### src/bmr8_pkg.sv
// Shared types and constants for the RLE8 pixel-stream decoder.
// Used by the front, the queue, the back, the geometry stage and the top level.
package bmr8_pkg;

    localparam int DIM_W       = 13;                  // column, row and image size
    localparam int POS_W       = 27;                  // linear pixel positions
    localparam int BYTE_W      = 8;
    localparam int CFG_IDX_W   = 2;
    localparam int QUEUE_DEPTH = 4;
    localparam int QPTR_W      = $clog2(QUEUE_DEPTH);

    // Second byte of an escape pair
    localparam logic [BYTE_W-1:0] ESC_EOL   = 8'd0;
    localparam logic [BYTE_W-1:0] ESC_EOI   = 8'd1;
    localparam logic [BYTE_W-1:0] ESC_DELTA = 8'd2;

    typedef enum logic [CFG_IDX_W-1:0] {
        CFG_WIDTH  = 2'd0,
        CFG_HEIGHT = 2'd1
    } t_cfg_idx;

    // Commands from the front to the back
    typedef enum logic [2:0] {
        OP_START = 3'd0,   // new image: position back to the origin
        OP_RUN   = 3'd1,   // arg_a = pixel count, arg_b = color
        OP_EOL   = 3'd2,   // end of line
        OP_EOI   = 3'd3,   // end of bitmap
        OP_DELTA = 3'd4    // arg_a = columns, arg_b = rows
    } t_op;

    typedef struct packed {
        t_op               op;
        logic [BYTE_W-1:0] arg_a;
        logic [BYTE_W-1:0] arg_b;
    } t_cmd;

    // Effective image geometry after clamping
    typedef struct packed {
        logic [DIM_W-1:0] width;
        logic [POS_W-1:0] total;
    } t_geom;

endpackage

### src/bmp_rle8_decoder_core.sv
// RLE8 decoder top level. A run or literal result passes through the command
// queue, the back end's run setup and its output register; bytes are taken
// one per cycle while the command queue has room. The back end handles each
// run or literal in idle and run states, plus wrap steps past two row ends.
// Reset is synchronous, active low: size registers to 1, position
// and parse phase cleared, queue emptied; no clearing pass.
module bmp_rle8_decoder_core import bmr8_pkg::*; #(
    parameter int MAX_WIDTH  = 4096,
    parameter int MAX_HEIGHT = 4096
) (
    input  logic                 i_clk,
    input  logic                 i_rst_n,
    input  logic                 i_cfg_valid,
    output logic                 o_cfg_ready,
    input  logic [CFG_IDX_W-1:0] i_cfg_index,
    input  logic [DIM_W-1:0]     i_cfg_data,
    input  logic                 i_in_valid,
    output logic                 o_in_stall,
    input  logic [BYTE_W-1:0]    i_code_byte,
    input  logic                 i_start_image,
    output logic                 o_out_valid,
    input  logic                 i_out_stall,
    output logic [23:0]          o_pixel_index,
    output logic [BYTE_W-1:0]    o_run_length,
    output logic [BYTE_W-1:0]    o_pixel_value,
    output logic                 o_end_of_image,
    output logic                 o_out_of_range
);

    logic [DIM_W-1:0] r_cfg_width;
    logic [DIM_W-1:0] r_cfg_height;
    t_geom            geom;
    logic             q_push, q_pop, q_empty, q_full;
    t_cmd             push_cmd, head_cmd;

    always_ff @(posedge i_clk) begin
        if (!i_rst_n) begin
            r_cfg_width  <= DIM_W'(1);
            r_cfg_height <= DIM_W'(1);
        end else if (i_cfg_valid) begin
            unique case (t_cfg_idx'(i_cfg_index))
                CFG_WIDTH:  r_cfg_width  <= i_cfg_data;
                CFG_HEIGHT: r_cfg_height <= i_cfg_data;
                default: begin
                end
            endcase
        end
    end

    assign o_cfg_ready = 1'b1;

    bmr8_geom #(
        .MAX_WIDTH  (MAX_WIDTH),
        .MAX_HEIGHT (MAX_HEIGHT)
    ) u_geom (
        .i_clk        (i_clk),
        .i_rst_n      (i_rst_n),
        .i_cfg_width  (r_cfg_width),
        .i_cfg_height (r_cfg_height),
        .o_geom       (geom)
    );

    bmr8_front u_front (
        .i_clk         (i_clk),
        .i_rst_n       (i_rst_n),
        .i_in_valid    (i_in_valid),
        .o_in_stall    (o_in_stall),
        .i_code_byte   (i_code_byte),
        .i_start_image (i_start_image),
        .i_q_full      (q_full),
        .o_push        (q_push),
        .o_cmd         (push_cmd)
    );

    bmr8_cmd_fifo u_queue (
        .i_clk   (i_clk),
        .i_rst_n (i_rst_n),
        .i_push  (q_push),
        .i_cmd   (push_cmd),
        .i_pop   (q_pop),
        .o_cmd   (head_cmd),
        .o_empty (q_empty),
        .o_full  (q_full)
    );

    bmr8_back u_back (
        .i_clk          (i_clk),
        .i_rst_n        (i_rst_n),
        .i_geom         (geom),
        .i_q_empty      (q_empty),
        .i_cmd          (head_cmd),
        .o_pop          (q_pop),
        .o_out_valid    (o_out_valid),
        .i_out_stall    (i_out_stall),
        .o_pixel_index  (o_pixel_index),
        .o_run_length   (o_run_length),
        .o_pixel_value  (o_pixel_value),
        .o_end_of_image (o_end_of_image),
        .o_out_of_range (o_out_of_range)
    );

endmodule

### src/bmr8_front.sv
// Front end: takes stream bytes, tracks the RLE8 parse phase and
// turns each byte into at most one command. Depends on bmr8_pkg.
module bmr8_front import bmr8_pkg::*; (
    input  logic              i_clk,
    input  logic              i_rst_n,
    input  logic              i_in_valid,
    output logic              o_in_stall,
    input  logic [BYTE_W-1:0] i_code_byte,
    input  logic              i_start_image,
    input  logic              i_q_full,
    output logic              o_push,
    output t_cmd              o_cmd
);

    typedef enum logic [6:0] {
        PH_COUNT   = 7'b0000001,
        PH_SECOND  = 7'b0000010,
        PH_DELTA_X = 7'b0000100,
        PH_DELTA_Y = 7'b0001000,
        PH_LITERAL = 7'b0010000,
        PH_PAD     = 7'b0100000,
        PH_DONE    = 7'b1000000
    } t_phase;

    t_phase            r_phase, n_phase, e_phase;
    logic [BYTE_W-1:0] r_first, n_first, e_first;
    logic [BYTE_W-1:0] r_left,  n_left,  e_left;
    logic              r_pad,   n_pad,   e_pad;
    logic [BYTE_W-1:0] r_dx,    n_dx,    e_dx;
    logic              accept;
    logic              cmd_v;
    t_cmd              cmd;

    always_comb begin
        accept  = i_in_valid && !i_q_full;
        // start of image clears the parse state before the byte is taken
        e_phase = i_start_image ? PH_COUNT : r_phase;
        e_first = i_start_image ? '0 : r_first;
        e_left  = i_start_image ? '0 : r_left;
        e_pad   = i_start_image ? 1'b0 : r_pad;
        e_dx    = i_start_image ? '0 : r_dx;

        n_phase   = e_phase;
        n_first   = e_first;
        n_left    = e_left;
        n_pad     = e_pad;
        n_dx      = e_dx;
        cmd_v     = i_start_image;
        cmd.op    = OP_START;
        cmd.arg_a = e_first;
        cmd.arg_b = i_code_byte;

        unique case (e_phase)
            PH_COUNT: begin
                n_first = i_code_byte;
                n_phase = PH_SECOND;
            end
            PH_SECOND: begin
                n_phase = PH_COUNT;
                if (e_first != '0) begin
                    cmd_v  = 1'b1;
                    cmd.op = OP_RUN;
                end else if (i_code_byte == ESC_EOL) begin
                    cmd_v  = 1'b1;
                    cmd.op = OP_EOL;
                end else if (i_code_byte == ESC_EOI) begin
                    cmd_v   = 1'b1;
                    cmd.op  = OP_EOI;
                    n_phase = PH_DONE;
                end else if (i_code_byte == ESC_DELTA) begin
                    n_phase = PH_DELTA_X;
                end else begin
                    n_left  = i_code_byte;
                    n_pad   = i_code_byte[0];
                    n_phase = PH_LITERAL;
                end
            end
            PH_DELTA_X: begin
                n_dx    = i_code_byte;
                n_phase = PH_DELTA_Y;
            end
            PH_DELTA_Y: begin
                cmd_v     = 1'b1;
                cmd.op    = OP_DELTA;
                cmd.arg_a = e_dx;
                n_phase   = PH_COUNT;
            end
            PH_LITERAL: begin
                cmd_v     = 1'b1;
                cmd.op    = OP_RUN;
                cmd.arg_a = 8'd1;
                n_left    = (e_left != '0) ? e_left - 8'd1 : '0;
                if (n_left == '0) begin
                    n_phase = e_pad ? PH_PAD : PH_COUNT;
                end
            end
            PH_PAD: begin
                n_pad   = 1'b0;
                n_phase = PH_COUNT;
            end
            PH_DONE: begin
                n_phase = PH_DONE;
            end
            default: begin
                n_phase = PH_COUNT;
            end
        endcase
    end

    always_ff @(posedge i_clk) begin
        if (!i_rst_n) begin
            r_phase <= PH_COUNT;
            r_first <= '0;
            r_left  <= '0;
            r_pad   <= 1'b0;
            r_dx    <= '0;
        end else if (accept) begin
            r_phase <= n_phase;
            r_first <= n_first;
            r_left  <= n_left;
            r_pad   <= n_pad;
            r_dx    <= n_dx;
        end
    end

    assign o_in_stall = i_q_full;
    assign o_push     = accept && cmd_v;
    assign o_cmd      = cmd;

endmodule

### src/bmr8_cmd_fifo.sv
// Short command queue between the front and the back.
// Register based, one read port at the head. Depends on bmr8_pkg.
module bmr8_cmd_fifo import bmr8_pkg::*; (
    input  logic i_clk,
    input  logic i_rst_n,
    input  logic i_push,
    input  t_cmd i_cmd,
    input  logic i_pop,
    output t_cmd o_cmd,
    output logic o_empty,
    output logic o_full
);

    t_cmd              r_mem [QUEUE_DEPTH];
    logic [QPTR_W-1:0] r_wr_ptr;
    logic [QPTR_W-1:0] r_rd_ptr;
    logic [QPTR_W:0]   r_count;

    always_ff @(posedge i_clk) begin
        if (!i_rst_n) begin
            r_wr_ptr <= '0;
            r_rd_ptr <= '0;
            r_count  <= '0;
        end else begin
            if (i_push) begin
                r_wr_ptr <= r_wr_ptr + QPTR_W'(1);
            end
            if (i_pop) begin
                r_rd_ptr <= r_rd_ptr + QPTR_W'(1);
            end
            if (i_push && !i_pop) begin
                r_count <= r_count + (QPTR_W+1)'(1);
            end else if (i_pop && !i_push) begin
                r_count <= r_count - (QPTR_W+1)'(1);
            end
        end
    end

    always_ff @(posedge i_clk) begin
        if (i_push) begin
            r_mem[r_wr_ptr] <= i_cmd;
        end
    end

    assign o_cmd   = r_mem[r_rd_ptr];
    assign o_empty = (r_count == '0);
    assign o_full  = (r_count == (QPTR_W+1)'(QUEUE_DEPTH));

    a_no_overflow: assert property (@(posedge i_clk) disable iff (!i_rst_n)
        i_push |-> !o_full)
        else $error("push into full command queue");

    a_no_underflow: assert property (@(posedge i_clk) disable iff (!i_rst_n)
        i_pop |-> !o_empty)
        else $error("pop from empty command queue");

    a_count_tracks: assert property (@(posedge i_clk) disable iff (!i_rst_n)
        (i_push && !i_pop) |=> (r_count == $past(r_count) + (QPTR_W+1)'(1)))
        else $error("queue count lost a push");

endmodule

### src/bmr8_back.sv
// Back end: owns column and row, executes queued commands and
// produces run writes through an output register. Depends on bmr8_pkg.
module bmr8_back import bmr8_pkg::*; (
    input  logic               i_clk,
    input  logic               i_rst_n,
    input  t_geom              i_geom,
    input  logic               i_q_empty,
    input  t_cmd               i_cmd,
    output logic               o_pop,
    output logic               o_out_valid,
    input  logic               i_out_stall,
    output logic [23:0]        o_pixel_index,
    output logic [BYTE_W-1:0]  o_run_length,
    output logic [BYTE_W-1:0]  o_pixel_value,
    output logic               o_end_of_image,
    output logic               o_out_of_range
);

    typedef enum logic [3:0] {
        S_IDLE = 4'b0001,
        S_RUN  = 4'b0010,
        S_WRAP = 4'b0100,
        S_EOI  = 4'b1000
    } t_state;

    // row counter saturates at all ones
    function automatic logic [DIM_W-1:0] row_add(input logic [DIM_W-1:0] r,
                                                 input logic [BYTE_W-1:0] a);
        logic [DIM_W:0] s;
        s = {1'b0, r} + (DIM_W+1)'(a);
        return s[DIM_W] ? '1 : s[DIM_W-1:0];
    endfunction

    t_state             r_state, n_state;
    logic [DIM_W-1:0]   r_col, n_col;
    logic [DIM_W-1:0]   r_row, n_row;
    logic [POS_W-1:0]   r_p, n_p;
    logic [DIM_W:0]     r_colsum, n_colsum;
    logic [BYTE_W-1:0]  r_count, n_count;
    logic [BYTE_W-1:0]  r_color, n_color;
    logic               r_out_valid, n_out_valid;
    logic [23:0]        r_idx, n_idx;
    logic [BYTE_W-1:0]  r_len, n_len;
    logic [BYTE_W-1:0]  r_val, n_val;
    logic               r_eoi, n_eoi;
    logic               r_oor, n_oor;

    logic               out_free;
    logic               load;
    logic               wrap_step;
    logic               col_wrap;
    logic [DIM_W-1:0]   col0, row0;
    logic [2*DIM_W-1:0] prod;
    logic [DIM_W-1:0]   dcol, drow;
    logic [POS_W-1:0]   p_end, rem;
    logic [DIM_W:0]     width_x, sub1, sub2;

    always_comb begin
        out_free = !r_out_valid || !i_out_stall;
        width_x  = {1'b0, i_geom.width};

        // column past the row moves to the start of the next row
        col_wrap = (r_col >= i_geom.width);
        col0     = col_wrap ? '0 : r_col;
        row0     = col_wrap ? row_add(r_row, 8'd1) : r_row;
        prod     = row0 * i_geom.width;

        dcol = r_col + DIM_W'(i_cmd.arg_a);
        drow = row_add(r_row, i_cmd.arg_b);
        if (dcol >= i_geom.width) begin
            dcol = '0;
            drow = row_add(drow, 8'd1);
        end

        p_end = r_p + POS_W'(r_count);
        rem   = i_geom.total - r_p;
        sub1  = r_colsum - width_x;
        sub2  = sub1 - width_x;

        n_state     = r_state;
        n_col       = r_col;
        n_row       = r_row;
        n_p         = r_p;
        n_colsum    = r_colsum;
        n_count     = r_count;
        n_color     = r_color;
        n_idx       = r_idx;
        n_len       = r_len;
        n_val       = r_val;
        n_eoi       = r_eoi;
        n_oor       = r_oor;
        o_pop       = 1'b0;
        load        = 1'b0;
        wrap_step   = 1'b0;

        unique case (r_state)
            S_IDLE: begin
                if (!i_q_empty) begin
                    o_pop = 1'b1;
                    case (i_cmd.op)
                        OP_START: begin
                            n_col = '0;
                            n_row = '0;
                        end
                        OP_EOL: begin
                            n_col = '0;
                            n_row = row_add(r_row, 8'd1);
                        end
                        OP_DELTA: begin
                            n_col = dcol;
                            n_row = drow;
                        end
                        OP_RUN: begin
                            n_row    = row0;
                            n_p      = POS_W'(prod) + POS_W'(col0);
                            n_colsum = {1'b0, col0} + (DIM_W+1)'(i_cmd.arg_a);
                            n_count  = i_cmd.arg_a;
                            n_color  = i_cmd.arg_b;
                            n_state  = S_RUN;
                        end
                        OP_EOI: begin
                            n_state = S_EOI;
                        end
                        default: begin
                            n_state = S_IDLE;
                        end
                    endcase
                end
            end
            S_RUN: begin
                if (out_free) begin
                    load      = 1'b1;
                    wrap_step = 1'b1;
                    n_val     = r_color;
                    n_eoi     = 1'b0;
                    if (r_p >= i_geom.total) begin
                        n_idx = '0;
                        n_len = '0;
                        n_oor = 1'b1;
                    end else if (p_end > i_geom.total) begin
                        n_idx = r_p[23:0];
                        n_len = rem[BYTE_W-1:0];
                        n_oor = 1'b1;
                    end else begin
                        n_idx = r_p[23:0];
                        n_len = r_count;
                        n_oor = 1'b0;
                    end
                end
            end
            S_WRAP: begin
                wrap_step = 1'b1;
            end
            S_EOI: begin
                if (out_free) begin
                    load    = 1'b1;
                    n_idx   = '0;
                    n_len   = '0;
                    n_val   = '0;
                    n_eoi   = 1'b1;
                    n_oor   = 1'b0;
                    n_state = S_IDLE;
                end
            end
            default: begin
                n_state = S_IDLE;
            end
        endcase

        // advance the position past the run, up to two row crossings a cycle
        if (wrap_step) begin
            if (r_colsum < width_x) begin
                n_col   = r_colsum[DIM_W-1:0];
                n_state = S_IDLE;
            end else if (sub1 < width_x) begin
                n_col   = sub1[DIM_W-1:0];
                n_row   = row_add(r_row, 8'd1);
                n_state = S_IDLE;
            end else begin
                n_colsum = sub2;
                n_row    = row_add(r_row, 8'd2);
                n_state  = S_WRAP;
            end
        end

        n_out_valid = (r_out_valid && i_out_stall) || load;
    end

    always_ff @(posedge i_clk) begin
        if (!i_rst_n) begin
            r_state     <= S_IDLE;
            r_col       <= '0;
            r_row       <= '0;
            r_out_valid <= 1'b0;
        end else begin
            r_state     <= n_state;
            r_col       <= n_col;
            r_row       <= n_row;
            r_out_valid <= n_out_valid;
        end
    end

    always_ff @(posedge i_clk) begin
        r_p      <= n_p;
        r_colsum <= n_colsum;
        r_count  <= n_count;
        r_color  <= n_color;
        r_idx    <= n_idx;
        r_len    <= n_len;
        r_val    <= n_val;
        r_eoi    <= n_eoi;
        r_oor    <= n_oor;
    end

    assign o_out_valid    = r_out_valid;
    assign o_pixel_index  = r_idx;
    assign o_run_length   = r_len;
    assign o_pixel_value  = r_val;
    assign o_end_of_image = r_eoi;
    assign o_out_of_range = r_oor;

    a_eoi_form: assert property (@(posedge i_clk) disable iff (!i_rst_n)
        (r_out_valid && r_eoi) |->
            (r_len == '0 && r_idx == '0 && r_val == '0 && !r_oor))
        else $error("malformed end-of-bitmap result");

    a_unclipped_nonzero: assert property (@(posedge i_clk) disable iff (!i_rst_n)
        (r_out_valid && !r_eoi && !r_oor) |-> (r_len != '0))
        else $error("in-range run with zero length");

    a_wrap_row_up: assert property (@(posedge i_clk) disable iff (!i_rst_n)
        (r_state == S_WRAP) |=> (r_row >= $past(r_row)))
        else $error("row moved backward during run wrap");

endmodule

### src/bmr8_decoder_core_stub.sv
// Geometry stage: clamps the configured image size and forms the pixel
// total for the back end. Depends on bmr8_pkg.
module bmr8_geom import bmr8_pkg::*; #(
    parameter int MAX_WIDTH  = 4096,
    parameter int MAX_HEIGHT = 4096
) (
    input  logic             i_clk,
    input  logic             i_rst_n,
    input  logic [DIM_W-1:0] i_cfg_width,
    input  logic [DIM_W-1:0] i_cfg_height,
    output t_geom            o_geom
);

    logic [DIM_W-1:0]   r_width_eff, n_width_eff;
    logic [DIM_W-1:0]   r_height_eff, n_height_eff;
    logic [POS_W-1:0]   r_total;
    logic [2*DIM_W-1:0] prod;

    always_comb begin
        if (i_cfg_width == '0) begin
            n_width_eff = DIM_W'(1);
        end else if (32'(i_cfg_width) > 32'(MAX_WIDTH)) begin
            n_width_eff = DIM_W'(MAX_WIDTH);
        end else begin
            n_width_eff = i_cfg_width;
        end
        if (i_cfg_height == '0) begin
            n_height_eff = DIM_W'(1);
        end else if (32'(i_cfg_height) > 32'(MAX_HEIGHT)) begin
            n_height_eff = DIM_W'(MAX_HEIGHT);
        end else begin
            n_height_eff = i_cfg_height;
        end
        prod = r_width_eff * r_height_eff;
    end

    always_ff @(posedge i_clk) begin
        if (!i_rst_n) begin
            r_width_eff  <= DIM_W'(1);
            r_height_eff <= DIM_W'(1);
            r_total      <= POS_W'(1);
        end else begin
            r_width_eff  <= n_width_eff;
            r_height_eff <= n_height_eff;
            r_total      <= POS_W'(prod);
        end
    end

    assign o_geom.width = r_width_eff;
    assign o_geom.total = r_total;

endmodule
### config.mk
export PLATFORM = sky130hd
export DESIGN_NAME = bmp_rle8_decoder_core
export DESIGN_NICKNAME = d
export VERILOG_FILES = /design/src/bmr8_pkg.sv /design/src/bmp_rle8_decoder_core.sv /design/src/bmr8_front.sv /design/src/bmr8_cmd_fifo.sv /design/src/bmr8_back.sv /design/src/bmr8_decoder_core_stub.sv
export SDC_FILE = /design/constraint.sdc
export NUM_CORES = 2
export LEC_CHECK = 0
export CAP_MARGIN = 10
export CELL_PAD_IN_SITES_DETAIL_PLACEMENT = 1
export CELL_PAD_IN_SITES_GLOBAL_PLACEMENT = 1
export CORE_MARGIN = 2
export CORE_UTILIZATION = 25
export DETAILED_ROUTE_END_ITERATION = 7
export DONT_BUFFER_PORTS = 1
export GPL_TIMING_DRIVEN = 0
export PLACE_DENSITY = 0.52
export SLEW_MARGIN = 20
export SYNTH_ARGS = -nofsm -noshare
export SYNTH_HDL_FRONTEND = slang
export SYNTH_HIERARCHICAL = 1
export SYNTH_SLANG_ARGS = --single-unit
export TNS_END_PERCENT = 20
### constraint.sdc
create_clock -name i_clk -period 10.2 [get_ports i_clk]
set_input_delay 1.53 -clock i_clk [delete_from_list [all_inputs] [get_ports i_clk]]
set_output_delay 1.53 -clock i_clk [all_outputs]
set_load 0.01 [all_outputs]
* Word-level counts from Yosys, hierarchy flattened *
Memories as Yosys holds them, arrays and structs flattened. A register that Yosys moved wholly into a read port is not among the register bits.
Cells that the tools add are included.

word-level totals
  bits in latches = 0
  input bits = 29
  RAM bits = 76
  memories = 1
  bits in registers = 247
  output and inout port bits = 45
  logic and storage cells = 217
  ROM bits = 0

operators by class
  multiply operators = 2
  reductions and logical operators = 37
  add/sub/neg operators = 16
  shift operators = 0
  mux-type cells = 98
  equality and inequality tests = 25
  bitwise operators = 2
  divide/modulo/power cells = 0
  order comparisons = 8

memories
  memory         depth  bits a word  rd ports  clocked after Yosys merged registers in  wr ports  RTL line             RTL
  u_queue.r_mem  4      19           1         1                                        1         bmr8_cmd_fifo.sv:14  t_cmd r_mem [QUEUE_DEPTH];

operator list
  cell                   number
  $mux 13                20
  $mux 8                 15
  $mux 14                6
  $mux 24                3
  $pmux 8 s2             4
  $mul 13x13->26         2
  $pmux 13 s4            1
  $pmux 24 s2            1
  $mux 7                 5
  $pmux 7 s5             1
  $add 13x1->14 const B  2
  $add 13x8->14          2
  $lt 14x13->1           2
  $sub 14x13->14         2
  $add 26x13->27         1
  $add 27x8->27          1
  $ge 27x26->1           1
  $gt 27x26->1           1
  $ge 13x13->1           2
  $gt 13x13->1 const B   2
  $logic_not 13->1       2
  $pmux 13 s2            1
  $pmux 4 s3             2
  $mux 1                 19
  49 further kinds       90

* Depth between registers and ports, before layout *
  depth after elaboration = 10
  gate-level depth with buffers = 37

* By module *
Netlist, hierarchy kept.

modules (own cells, without submodules)
  module                 area an instance (µm²)  cells each  times used
  bmr8_back              17729.5                 2041        1
  bmr8_geom              7287.0                  823         1
  bmr8_cmd_fifo          3230.6                  142         1
  bmr8_front             2014.4                  258         1
  bmp_rle8_decoder_core  1019.7                  101         1

* Worst setup path before layout *
OpenSTA, ideal clock, no wires.

  path kind = reg2reg
  start = reg u_geom.r_width_eff[10]
  end = reg u_back.r_p[25] (data pin)
  slack = 1.412 ns
  path buffers = 3
  required time = 9.943 ns
  cell stages (with the launch flop) = 36
  clock period less this slack = 8.788 ns
  data arrival time = 8.530 ns
  cells stage by stage = dfxtp_1 -> clkbuf_1 -> inv_1 -> ha_1 -> nand3_1 -> o22ai_1 -> o211ai_1 -> nand2_1 -> a21oi_1 -> clkbuf_1 -> clkbuf_1 -> nor2_1 -> o22a_1 -> and2_1 -> fa_1 -> inv_1 -> fa_1 -> inv_1 -> fa_1 -> inv_1 -> fa_1 -> inv_1 -> fa_1 -> inv_1 -> fa_1 -> inv_1 -> ha_1 -> or4_1 -> o221ai_1 -> a41oi_1 -> or4b_1 -> a31oi_1 -> o21ai_0 -> and2_1 -> o41a_1 -> xor2_1

on the way
  word-level cells in the longest chain between the ends = 4

RTL lines
  what                      RTL line                      RTL
  start: declaration        bmr8_decoder_core_stub.sv:14  logic [DIM_W-1:0] r_width_eff, n_width_eff;
  start signal: assignment  bmr8_decoder_core_stub.sv:43  r_width_eff <= n_width_eff;
  $ge 13x13->1              bmr8_back.sv:63               col_wrap = (r_col >= i_geom.width);
  $mux 13                   bmr8_back.sv:65               row0 = col_wrap ? row_add(r_row, 8'd1) : r_row;
  $mul 13x13->26            bmr8_back.sv:66               prod = row0 * i_geom.width;
  $add 26x13->27 (*)        bmr8_back.sv:115              n_p = POS_W'(prod) + POS_W'(col0);
  end signal: assignment    bmr8_back.sv:204              r_p <= n_p;
  end: declaration          bmr8_back.sv:37               logic [POS_W-1:0] r_p, n_p;

Every way passes the cells marked *; elsewhere a longest branch is shown, timed or not.
A chain may end at the register's enable or synchronous reset.

* Final worst setup path *
  start = reg u_geom.r_width_eff[11]
  end = reg u_back.r_p[25] (data pin)

Same word-level chain as after synthesis.

==> impl_metrics.ini <==
[placed_design]
place_inst = 5005
post_dp_cell_area_um2 = 33400
place_congestion = 0.842
port_buffers = 0
hpwl_um = 81000
post-place-ws_ns = -1.67

[synthesis]
yosysWarnings = 6
synth_area_um2 = 31300
synth_cells = 3365
ys_types = 112
synth_fp_nets = 3972
avgSynthCellArea_um2 = 9.30
yosysSeqAreaShare = 0.260
ys_ff_latch = 325
synth-edff-count = 161
synthFlopType = dfxtp_1
async_flop_share = 0

[critical_path]
cp_data_arrival_time_ns = 9.96
worst_ep_required_time_ns = 10.54
worst-setup-path-type = flop to flop
cp_common_cell = fa_1
cp_slowest_cell = dfxtp_1
cp_max_fo = 10
end_kind = flop
critPathMaxStageDelay_ns = 0.58
worstSetupStartpointType = flop

[flow_run]
drv_cap = 0

[pwr]
leakagePower_uw = 0.0150
netSwitchingPower_uw = 2800
clockPowerShare = 0.251
power_density_nw_per_um2 = 185
pwr-share-seq = 0.255
p_comb_frac = 0.494
power.internal_uw = 3690
ir_drop_v = 0.000132
power.share.switching = 0.431

[sta]
fin_ws_ns = 0.582
finalCritPeriodShare = 0.943
finalSetupViolations = 0
timing.hold.ws_ns = 0.454
fmax_mhz = 104
tns_ns = 0
maxSlewHeadroom = 0.296
fin_skew_ns = 0.0296
fin_crit_ns = 9.62
rsz0062_at_grt = false
tightest_slew_ns = 1.06
slew_viol_final = 0
hold_violations = 0

[global_routing]
grt_max_degree = 51
grt_pass1_wl_um = 157000
grt_overflow = 0
antenna_found_initial = 5
grt_usage = 0.158
grt_pass1_vias = 25500

[cells_and_area]
final-instance-count-excl-fill = 5092
finalNetCount = 4027
fillers = 14300
layout-drive-gt1-share = 0.0616
antennaDiodeCount = 0
syn2layout_area_growth_pct = 12.0
fin_area_um2 = 35000

[clock_network]
cts_root_buf = clkbuf_16
clockBufferDepth = 3
clock_sinks = 325
hold_buffers = 0
clock_latency_ns = 0.63
htreeDepth = 2
cts_inserted_buffers = 43
cts_tree = built
clk_pin_slew_ns = 0.06

[drt]
vias_per_cell = 4.68
ant_nets = 0
via_count = 23800
drc = 0
first_iter_violations = 1157
dr.pass1.iters = 4
routedWlPerCell_um = 19.6
routed_wl_um = 99700

[floorplan]
die_area_um2 = 128000
initial_core_util = 0.252
die_x_um = 358
core_area_um2 = 124000
rows = 129
die_y_um = 358
io_pins = 74

[worst_hold_path]
worstHoldPathType = flop to flop

[run_status]
status = finished, final reports clean
synthesized netlist by cell type (all sizes together) (29+ instances only):
master    n  area share
inv     434       0.052
o21a     29      0.0070
xnor2    87       0.024
a21oi   166       0.027
and3     35      0.0072
edfxtp  161        0.15
nor2b    43      0.0086
fa      260        0.17
buf      34      0.0083
nand2   363       0.044
and2    188       0.038
o21ai   126       0.020
xor2     43       0.012
a211oi   39      0.0097
ha      318        0.13
nand3    68       0.011
a21o     48       0.012
nor2    181       0.022
nand4    33      0.0068
mux2i    64       0.020
dfxtp   164        0.10
clkbuf  115       0.014
nor3     60      0.0098
timing repair:
item / CTS / global route
setup buffers: 0 / 7
endpoints found under the setup margin: 16 / 3
resized for setup: 21 / 19
final cells by class:
class / instances / area [um2] / share of cell area
well taps: 1637 / 2050 / 0.0585
repair buffers: 10 / 87.6 / 0.00250
inverters: 435 / 1650 / 0.0470
plain buffers: 149 / 718 / 0.0205
clock buffers: 59 / 1190 / 0.0339
flip-flops and latches: 325 / 8130 / 0.232
clock inverters: 21 / 304 / 0.00868
multi-input cells: 2456 / 20900 / 0.597
critical path, delay by kind of cell, from the launching register on:
family	cells	cell delay (ns)
XOR/XNOR	1	0.20
AND/OR/NAND/NOR	7	1.93
flip-flops	1	0.58
adder cells (fa/ha/maj)	8	3.31
buffers and inverters	9	1.58
AO/OA/AOI/OAI	7	1.72
kinds of logic (layout without fill, tap and decap cells):
logic type / after synthesis / in the layout / share of synthesized area
multiplexers: 95 / 95 / 0.0396
XOR/XNOR: 130 / 130 / 0.0364
AO/OA/AOI/OAI: 578 / 578 / 0.125
buffers and inverters: 584 / 674 / 0.0744
other: 2 / 2 / 0.000240
adder cells (fa/ha/maj): 578 / 578 / 0.294
AND/OR/NAND/NOR: 1073 / 1073 / 0.172
flip-flops: 325 / 325 / 0.260
path summary, 6_finish.rpt:
path                     to                   start  slack (ns)  cells after the start
max          u_back/r_p[25]  u_geom/r_width_eff[11]        0.58                     32
min           u_front/r_pad           u_front/r_pad        0.45                      2
max reg2reg  u_back/r_p[25]  u_geom/r_width_eff[11]        0.58                     32
min reg2reg   u_front/r_pad           u_front/r_pad        0.45                      2
per-layer routing:
layer,share of wire,track usage,up-vias
met5,0,0,-
met4,0.018,0.0324,0
met3,0.030,0.0186,88
met2,0.47,0.264,297
met1,0.49,0.218,11900
li1,-,-,11500
cells in the final DEF, fill, tap and decap left out, types with 62 or more instances in the layout:
cell type    n
a21oi_1    159
and2_1     185
clkbuf_1   116
dfxtp_1    158
edfxtp_1   161
fa_1       260
ha_1       318
inv_1      430
mux2i_1     62
nand2_1    363
nand3_1     67
nor2_1     178
o21ai_0    115
xnor2_1     87
per-stage QoR:
stage          utilization  total power, uW
2_1_floorplan            -             3910
3_3_place_gp         0.269             4840
3_5_place_dp         0.269             4880
4_1_cts              0.282             6590
5_1_grt              0.283             6990
6_report             0.283             6490
power groups by stage:
stage / Sequential [uW] / Combinational [uW] / Clock (uW)
floorplan: 1630 / 2280 / 0
global placement: 1690 / 3160 / 0
global route: 1670 / 3580 / 1740
CTS: 1660 / 3230 / 1700
finish: 1660 / 3200 / 1630
detailed placement: 1690 / 3190 / 0
flip-flops by register name, summed over array words and instances (netlist names), 13 cells and up, named ones only:
register              cells
u_geom/r_total           26
r_cfg_width              13
u_geom/r_height_eff      13
u_geom/r_width_eff       13
r_cfg_height             13
u_back/r_p               27
u_back/r_colsum          14
u_queue/r_mem            76
u_back/o_pixel_index     24
u_back/r_row             13
u_back/r_col             13
Power figures use the tool's default switching activity.
